===== config.mk =====
export PLATFORM = sky130hd
export DESIGN_NAME = application_parameter_tlv_parser
export DESIGN_NICKNAME = d
export VERILOG_FILES = /design/src/aptlv_pkg.sv /design/src/application_parameter_tlv_parser.sv
export SDC_FILE = /design/constraint.sdc
export NUM_CORES = 1
export LEC_CHECK = 0
export ABC_AREA = 1
export BUFFER_PORTS_ARGS = -buffer_cell sky130_fd_sc_hd__buf_2
export CAP_MARGIN = 20
export CORE_ASPECT_RATIO = 1.75
export CORE_MARGIN = 5
export CORE_UTILIZATION = 30
export CTS_CLUSTER_SIZE = 14
export DETAILED_ROUTE_END_ITERATION = 16
export PLACE_DENSITY = 0.49
export RECOVER_POWER = 50
export SYNTH_ARGS = -nofsm -noshare
export SYNTH_HDL_FRONTEND = slang
export SYNTH_SLANG_ARGS = --single-unit

===== constraint.sdc =====
create_clock -name clk_i -period 9 [get_ports clk_i]
set_input_delay 1.35 -clock clk_i [delete_from_list [all_inputs] [get_ports clk_i]]
set_output_delay 1.35 -clock clk_i [all_outputs]
set_load 0.005 [all_outputs]

===== src/aptlv_pkg.sv =====
// ----------------------------------------------------------------------------
// Application parameter TLV parser package
// Shared types, tag codes and status codes for the TLV parser.
// ----------------------------------------------------------------------------
package aptlv_pkg;

  // Record tags.
  localparam logic [7:0] TagOrder     = 8'h01;
  localparam logic [7:0] TagSearchVal = 8'h02;
  localparam logic [7:0] TagSearchAtt = 8'h03;
  localparam logic [7:0] TagMaxCount  = 8'h04;
  localparam logic [7:0] TagStartOfs  = 8'h05;
  localparam logic [7:0] TagFilter    = 8'h06;
  localparam logic [7:0] TagFormat    = 8'h07;

  // Result kinds.
  localparam logic KindSearchByte = 1'b0;
  localparam logic KindSummary    = 1'b1;

  // Depth of the result queue.
  localparam int unsigned QDepth = 3;

  // Parser phase within a record.
  typedef enum logic [1:0] {
    PhTag = 2'd0,
    PhLen = 2'd1,
    PhVal = 2'd2
  } phase_e;

  // Block status.
  typedef enum logic [1:0] {
    StOk      = 2'd0,
    StBadLen  = 2'd1,
    StUnknown = 2'd2,
    StTrunc   = 2'd3
  } status_e;

  // One result item.
  typedef struct packed {
    logic        kind;
    logic [7:0]  search_byte;
    status_e     status;
    logic [7:0]  sort_order;
    logic [7:0]  search_attribute;
    logic [63:0] filter_mask;
    logic [7:0]  card_format;
    logic [15:0] max_list_count;
    logic [15:0] list_start_offset;
    logic        search_present;
    logic        end_of_run;
  } result_t;

  // Fixed value length for a tag; zero for the search value, which takes any length.
  function automatic logic [3:0] need_len(input logic [7:0] tag);
    logic [3:0] len;
    len = 4'd0;
    case (tag)
      TagOrder, TagSearchAtt, TagFormat: len = 4'd1;
      TagMaxCount, TagStartOfs:          len = 4'd2;
      TagFilter:                         len = 4'd8;
      default:                           len = 4'd0;
    endcase
    return len;
  endfunction

endpackage


===== src/application_parameter_tlv_parser.sv =====
// A result enters the result queue as its byte is accepted and is offered on the master
// side once the results ahead of it are taken. One byte per cycle is taken while the
// three-entry queue has room for two; a final search-value byte yields two results.
// Reset: rst_ni clears the parser state and empties the result queue; the parser
// also returns to its reset state after every block-end byte.
// ----------------------------------------------------------------------------
// Application parameter TLV parser
// Parses tag/length/value records one byte per cycle while the result queue has room,
// and reports search-value bytes and a block summary.
module application_parameter_tlv_parser
  import aptlv_pkg::*;
(
  input  logic         clk_i,
  input  logic         rst_ni,
  input  logic         s_axis_tvalid,
  output logic         s_axis_tready,
  input  logic [7:0]   s_axis_tdata,   // [7:0] data_byte
  input  logic         s_axis_tlast,   // block_end
  output logic         m_axis_tvalid,
  input  logic         m_axis_tready,
  // [7:0] search_byte, [9:8] status, [17:10] sort_order, [25:18] search_attribute,
  // [89:26] filter_mask, [97:90] card_format, [113:98] max_list_count,
  // [129:114] list_start_offset, [130] search_present, [135:131] zero
  output logic [135:0] m_axis_tdata,
  output logic         m_axis_tuser,   // kind
  output logic         m_axis_tlast    // end_of_run
);

  // Parser state.
  phase_e      phase_q, phase_d, phase_n;
  logic [7:0]  tag_q, tag_d, tag_n;
  logic [7:0]  left_q, left_d, left_n;
  logic [63:0] acc_q, acc_d, acc_n;
  status_e     err_q, err_d, err_n;
  logic [7:0]  order_q, order_d, order_n;
  logic [7:0]  attr_q, attr_d, attr_n;
  logic [63:0] filter_q, filter_d, filter_n;
  logic [7:0]  format_q, format_d, format_n;
  logic [15:0] count_q, count_d, count_n;
  logic [15:0] offset_q, offset_d, offset_n;
  logic        seen_q, seen_d, seen_n;

  // Result queue.
  result_t     queue_q [QDepth];
  result_t     queue_d [QDepth];
  logic [1:0]  fill_q, fill_d;

  logic        accept;
  logic        pop;
  logic        emit_search;
  logic        is_last;
  logic [7:0]  b;
  logic [3:0]  need;
  logic [1:0]  n_push;
  logic [1:0]  base;
  result_t     res_search;
  result_t     res_summary;
  result_t     res_first;
  status_e     sum_status;

  assign b       = s_axis_tdata;
  assign is_last = s_axis_tlast;
  assign accept  = s_axis_tvalid && s_axis_tready;
  assign pop     = m_axis_tvalid && m_axis_tready;
  assign need    = need_len(tag_q);

  // Next parser state for the offered byte.
  always_comb begin
    phase_n     = phase_q;
    tag_n       = tag_q;
    left_n      = left_q;
    acc_n       = acc_q;
    err_n       = err_q;
    order_n     = order_q;
    attr_n      = attr_q;
    filter_n    = filter_q;
    format_n    = format_q;
    count_n     = count_q;
    offset_n    = offset_q;
    seen_n      = seen_q;
    emit_search = 1'b0;
    if (err_q == StOk) begin
      case (phase_q)
        PhLen: begin
          if (tag_q != TagSearchVal && b != {4'd0, need}) begin
            err_n = StBadLen;
          end else begin
            if (tag_q == TagSearchVal) begin
              seen_n = 1'b1;
            end
            acc_n   = '0;
            left_n  = b;
            phase_n = (b == 8'd0) ? PhTag : PhVal;
          end
        end
        PhVal: begin
          emit_search = (tag_q == TagSearchVal);
          acc_n       = {acc_q[55:0], b};
          left_n      = left_q - 8'd1;
          if (left_n == 8'd0) begin
            phase_n = PhTag;
            case (tag_q)
              TagOrder:     order_n  = acc_n[7:0];
              TagSearchAtt: attr_n   = acc_n[7:0];
              TagMaxCount:  count_n  = acc_n[15:0];
              TagStartOfs:  offset_n = acc_n[15:0];
              TagFilter:    filter_n = acc_n;
              TagFormat:    format_n = acc_n[7:0];
              default:      ;
            endcase
          end
        end
        default: begin
          if (b inside {[TagOrder:TagFormat]}) begin
            tag_n   = b;
            phase_n = PhLen;
          end else begin
            err_n = StUnknown;
          end
        end
      endcase
    end
  end

  // Results caused by the offered byte.
  always_comb begin
    sum_status = err_n;
    if (err_n == StOk && phase_n != PhTag) begin
      sum_status = StTrunc;
    end
    res_search             = '0;
    res_search.kind        = KindSearchByte;
    res_search.search_byte = b;
    res_search.status      = StOk;
    res_search.end_of_run  = !is_last;

    res_summary                   = '0;
    res_summary.kind              = KindSummary;
    res_summary.status            = sum_status;
    res_summary.sort_order        = order_n;
    res_summary.search_attribute  = attr_n;
    res_summary.filter_mask       = filter_n;
    res_summary.card_format       = format_n;
    res_summary.max_list_count    = count_n;
    res_summary.list_start_offset = offset_n;
    res_summary.search_present    = seen_n;
    res_summary.end_of_run        = 1'b1;

    res_first = emit_search ? res_search : res_summary;
    n_push    = {1'b0, emit_search} + {1'b0, is_last};
  end

  // State update: commit on a request, return to reset after the final byte.
  always_comb begin
    phase_d  = phase_q;
    tag_d    = tag_q;
    left_d   = left_q;
    acc_d    = acc_q;
    err_d    = err_q;
    order_d  = order_q;
    attr_d   = attr_q;
    filter_d = filter_q;
    format_d = format_q;
    count_d  = count_q;
    offset_d = offset_q;
    seen_d   = seen_q;
    if (accept) begin
      if (is_last) begin
        phase_d  = PhTag;
        tag_d    = '0;
        left_d   = '0;
        acc_d    = '0;
        err_d    = StOk;
        order_d  = '0;
        attr_d   = '0;
        filter_d = '0;
        format_d = '0;
        count_d  = '0;
        offset_d = '0;
        seen_d   = 1'b0;
      end else begin
        phase_d  = phase_n;
        tag_d    = tag_n;
        left_d   = left_n;
        acc_d    = acc_n;
        err_d    = err_n;
        order_d  = order_n;
        attr_d   = attr_n;
        filter_d = filter_n;
        format_d = format_n;
        count_d  = count_n;
        offset_d = offset_n;
        seen_d   = seen_n;
      end
    end
  end

  // Result queue: shift out at the head, append behind the remaining entries.
  always_comb begin
    queue_d = queue_q;
    if (pop) begin
      queue_d[0] = queue_q[1];
      queue_d[1] = queue_q[2];
    end
    base = fill_q - {1'b0, pop};
    if (accept && n_push != 2'd0) begin
      queue_d[base] = res_first;
      if (n_push == 2'd2) begin
        queue_d[base + 2'd1] = res_summary;
      end
    end
    fill_d = base + (accept ? n_push : 2'd0);
  end

  always_ff @(posedge clk_i or negedge rst_ni) begin
    if (!rst_ni) begin
      phase_q  <= PhTag;
      tag_q    <= '0;
      left_q   <= '0;
      acc_q    <= '0;
      err_q    <= StOk;
      order_q  <= '0;
      attr_q   <= '0;
      filter_q <= '0;
      format_q <= '0;
      count_q  <= '0;
      offset_q <= '0;
      seen_q   <= 1'b0;
      fill_q   <= '0;
    end else begin
      phase_q  <= phase_d;
      tag_q    <= tag_d;
      left_q   <= left_d;
      acc_q    <= acc_d;
      err_q    <= err_d;
      order_q  <= order_d;
      attr_q   <= attr_d;
      filter_q <= filter_d;
      format_q <= format_d;
      count_q  <= count_d;
      offset_q <= offset_d;
      seen_q   <= seen_d;
      fill_q   <= fill_d;
    end
  end

  // Queue entries carry payload only.
  always_ff @(posedge clk_i) begin
    queue_q <= queue_d;
  end

  // Room for two results is needed before a byte is taken.
  assign s_axis_tready = (fill_q <= 2'd1);
  assign m_axis_tvalid = (fill_q != 2'd0);
  assign m_axis_tuser  = queue_q[0].kind;
  assign m_axis_tlast  = queue_q[0].end_of_run;
  assign m_axis_tdata  = {5'd0,
                          queue_q[0].search_present,
                          queue_q[0].list_start_offset,
                          queue_q[0].max_list_count,
                          queue_q[0].card_format,
                          queue_q[0].filter_mask,
                          queue_q[0].search_attribute,
                          queue_q[0].sort_order,
                          queue_q[0].status,
                          queue_q[0].search_byte};

  // The queue never holds more than its depth.
  assert property (@(posedge clk_i) disable iff (!rst_ni) fill_q != 2'd3 || !accept)
    else $error("byte accepted with a full result queue");

  // Once an error is latched, mid-block bytes leave the phase untouched.
  assert property (@(posedge clk_i) disable iff (!rst_ni)
    accept && !is_last && err_q != StOk |=> phase_q == $past(phase_q) && err_q == $past(err_q))
    else $error("parser state moved after an error");

  // A final byte always leaves the parser in its reset state.
  assert property (@(posedge clk_i) disable iff (!rst_ni)
    accept && is_last |=> err_q == StOk && phase_q == PhTag && !seen_q)
    else $error("parser not cleared after block end");

  // A search-value byte result always carries an ok status.
  assert property (@(posedge clk_i) disable iff (!rst_ni)
    m_axis_tvalid && m_axis_tuser == KindSearchByte |-> queue_q[0].status == StOk)
    else $error("search byte result with nonzero status");

endmodule


* After elaboration in Yosys (flattened, before gate mapping) *
Index checks and enable logic that the tools add are counted.

operators by class
  add/subtract/negate cells = 5
  order comparisons = 7
  equality and inequality tests = 14
  muxes and demuxes = 74
  bitwise operators = 2
  reductions and logical operators = 24

operators with widths
  operator            count
  $bwmux 399          2
  $mux 399            2
  $demux 133 s2       2
  $mux 133            3
  $mux 64             5
  $mux 266            1
  $mux 8              22
  $mux 56             3
  $mux 16             10
  $pmux 56 s2         1
  $eq 8x3->1 const B  4
  $mux 2              12
  $eq 8x2->1 const B  2
  $logic_not 8->1     2
  $pmux 8 s2          1
  $pmux 4 s3          1
  $reduce_bool 2->1   5
  $eq 8x1->1 const B  1
  $ge 8x1->1 const B  1
  $le 8x3->1 const B  1
  $logic_and 1x1->1   8
  $ne 8x2->1 const B  1
  $ne 8x4->1          1
  $pmux 2 s2          2
  other kinds (20)    33

storage, ports and cells
  register bits = 598
  input port bits = 13
  output and inout bits = 140
  word-level logic and storage cells = 172

* Longest topological paths before layout *
  word-level depth = 16
  gate-level depth with buffers = 22
  mapped depth without buffers = 18

* Least setup slack after synthesis *
OpenSTA, ideal clock, no wires.

  path type = input to register
  start = input s_axis_tlast
  end = register queue_q (netlist bit m_axis_tdata[10])
  setup time = 0.332 ns
  arrival = 6.509 ns
  slack = 2.159 ns
  stages = 7
  path buffers = 3
  cells stage by stage = inv_1 -> ha_1 -> nor2_1 -> buf_2 -> clkbuf_1 -> clkbuf_1 -> o21ai_0

RTL lines
  element                 RTL line                                 source
  start: declaration      application_parameter_tlv_parser.sv:18   input logic s_axis_tlast,
  end signal: assignment  application_parameter_tlv_parser.sv:249  queue_q <= queue_d;
  end: declaration        application_parameter_tlv_parser.sv:44   result_t queue_q [QDepth];

* Final worst setup path *
  start = input s_axis_tvalid
  end = register filter_q[52]

between the ends
  word-level cells in the longest chain between the ends = 1

ends and longest elaborated chain
  element                 RTL line                                 source
  start: declaration      application_parameter_tlv_parser.sv:15   input logic s_axis_tvalid,
  $logic_and 1x1->1       application_parameter_tlv_parser.sv:63   assign accept = s_axis_tvalid && s_axis_tready;
  end signal: assignment  application_parameter_tlv_parser.sv:238  filter_q <= filter_d;
  end: declaration        application_parameter_tlv_parser.sv:37   logic [63:0] filter_q, filter_d, filter_n;

Every way passes these cells.
A chain may end at the register's enable or synchronous reset.

==> results.toml <==
[global_route]
antenna_found_initial = 2
grt_overflow = 0
grt_max_degree = 195
grt_pass1_vias = 24500
grt_usage = 0.179
grt_pass1_wl_um = 149000

[clocking]
htreeDepth = 2
cts_setup_buffers = 0
cts.sinks = 598
hold_buffers = 0
cts_resized = 0
cts_buffer_depth = 3
clk_pin_slew_worst_paths_ns = 0.07
clock-root-buffer = "clkbuf_16"
cts_tree = "yes"
insertion_delay_ns = 0.64
cts_buffers = 57

[timing]
max_freq_mhz = 137
fin_tns_setup_ns = 0
fin_skew_ns = 0.0210
setup_viol = 0
slew_headroom = -2.92
finalHoldViolCount = 0
fin_crit_sh = 0.811
fin_crit_ns = 7.30
finalMaxSlewViolations = 366
rsz0062_at_grt = "no"
worstMarginPinSlew_ns = 5.88

[logic_synthesis]
synth-compound-area-share = 0.167
muxShareOfSynthArea = 0.0414
synth_fa_ha_area_frac = 0.00337
ys_ff_latch = 598
synth_xor_area_frac = 0.00118
syn_area_um2 = 29700
synth_flop_cell = "dfxtp_1"
avgSynthCellArea_um2 = 8.05
synthSimpleGateAreaFrac = 0.201
syn_inst = 3692
synth_edf_count = 133
async_reset_ff_frac = 0.333
ys_seq_area_frac = 0.481
yosysWarnings = 0
ys_types = 41
synth_top_family_by_area = "simple AND/OR/NAND/NOR gates"

[setup_path]
cp_cell_sequence = "buf_2 > nand2_1 > clkinv_1 > nand2_1 > clkbuf_1 > clkbuf_2 > o21ai_0"
crit_required_ns = 9.44
max_stage_delay_ns = 1.33
crit_top_cell = "nand2_1"
r2r-start = "fill_q[1]"
crit_start = "s_axis_tvalid"
crit_path_start_kind = "primary input"
worstSetupPathType = "in -> reg"
worst-path-max-fanout = 66
critical_path.slowest_cell = "nand2_1"
critPathBufInv = 4
cp_top_family = "buffers and inverters"
critPathCaptureType = "flop"
worstPathArrival_ns = 7.74

[floorplanning]
rows = 152
die_area_um2 = 106000
ios = 153
core_um2 = 98300
die_w_um = 248
start_util = 0.302
die_y_um = 426

[run_status]
violations = "capacitance limit, slew limit"
outcome = "finished with violations"

[routing]
drc_errors = 0
postRouteAntennaNets = 0
dr.pass1.iters = 5
routed_wirelength_um = 97400
drt_iter0_markers = 1594
vias = 24700
via_per_inst = 5.04
wl_per_cell_um = 19.9

[flow_run]
max_cap_violations = 7

[cells_and_area]
fin_util = 0.327
drive_gt1_frac = 0.0697
multi_input_area_um2 = 12400
final_cell_mix = "nand2_1, o21ai_0, nor2_1, dfxtp_1, inv_1"
seqCellArea_um2 = 14300
layout_commonest_cell = "nand2_1"
fin_nets = 3559
syn2layout_area_growth_pct = 8.26
nFillCells = 10500

[place]
port_buffers = 147
routabilityCongestion = 0.822
hpwl_um = 58900

[pwr]
peakVddDrop_v = 0.000248
power.density_nw_per_um2 = 333
finalPower_mw = 10.7
leakagePower_nw = 12.9

[min_path]
hold_class = "reg -> reg"
hold_start = "tag_q[4]"
cells in the mapped netlist, drive strengths merged (73+ instances only):
library cell / count / area share
o32ai: 119 / 0.035
o21ai: 595 / 0.10
inv: 261 / 0.033
edfxtp: 133 / 0.13
nand2: 838 / 0.11
dfrtp: 199 / 0.17
mux2i: 123 / 0.041
buf: 213 / 0.047
dfxtp: 266 / 0.18
o211ai: 73 / 0.018
clkbuf: 188 / 0.024
nor2: 288 / 0.037
nand3: 251 / 0.043
layout make-up:
class                      instances  share of cell area
sequential                       598               0.444
multi-input combinational       2432               0.385
clock buffer                      90              0.0525
tap                             1309              0.0509
inverter                         265              0.0314
timing repair buffer             184              0.0280
clock inverter                    18             0.00805
antenna                            1           0.0000778
layer usage:
| layer | up-vias | global-route usage | routed length (um) |
|---|---|---|---|
| met3 | 152 | 0.0259 | 4660 |
| met4 | 2 | 0.0627 | 3570 |
| li1 | 12000 | - | - |
| met2 | 574 | 0.329 | 50300 |
| met5 | - | 0 | 14 |
| met1 | 12000 | 0.211 | 38900 |
stage by stage:
| stage | worst slack [ns] | instance area, um^2 | cells | hold slack (ns) |
|---|---|---|---|---|
| after floorplan | 2.16 | 29700 | 3696 | 0.436 |
| after global placement | 2.97 | 30400 | 4787 | 0.451 |
| after detailed placement | 2.84 | 30400 | 4787 | 0.452 |
| after CTS | 2.80 | 32400 | 4895 | 0.469 |
| after global routing | 1.35 | 32200 | 4897 | 0.506 |
| final | 1.70 | 32200 | 4897 | 0.470 |
worst paths after layout:
path / to / slack (ns) / cells past startpoint
min: tag_q[4] / 0.47 / 2
max in group asynchronous: attr_q[3] / 2.59 / 2
min reg2reg: tag_q[4] / 0.47 / 2
max: filter_q[52] / 1.70 / 7
min in group asynchronous: filter_q[24] / 2.91 / 1
max reg2reg: filter_q[52] / 2.03 / 7
where the power goes:
group / internal, mW / switching, mW
sequential: 3.67 / 0.485
combinational: 1.41 / 2.58
clock: 1.46 / 1.11
total: 6.54 / 4.18
logic make-up after synthesis:
family / count (synthesis)
mux: 123
simple gates: 1449
xor+xnor: 4
other cells: 1
flops: 598
compound gates: 843
buf+inv: 666
fa+ha+maj: 8
sequential cells by signal, summed over array words and instances, names as in the netlist, 8 cells and up:
signal,flops
queue_q,266
m_axis_tdata,131
filter_q,64
acc_q,56
count_q,16
offset_q,16
attr_q,8
format_q,8
left_q,8
order_q,8
tag_q,8
worst reg2reg max path, stage by stage (launching register included):
cell	delay (ns)
dfrtp_1	0.35
inv_1	0.11
nand2_1	1.37
clkinv_1	0.78
nand2_1	1.27
clkbuf_1	1.22
clkbuf_2	1.31
o21ai_0	0.37
No activity file was read; power rests on OpenSTA's default activity.
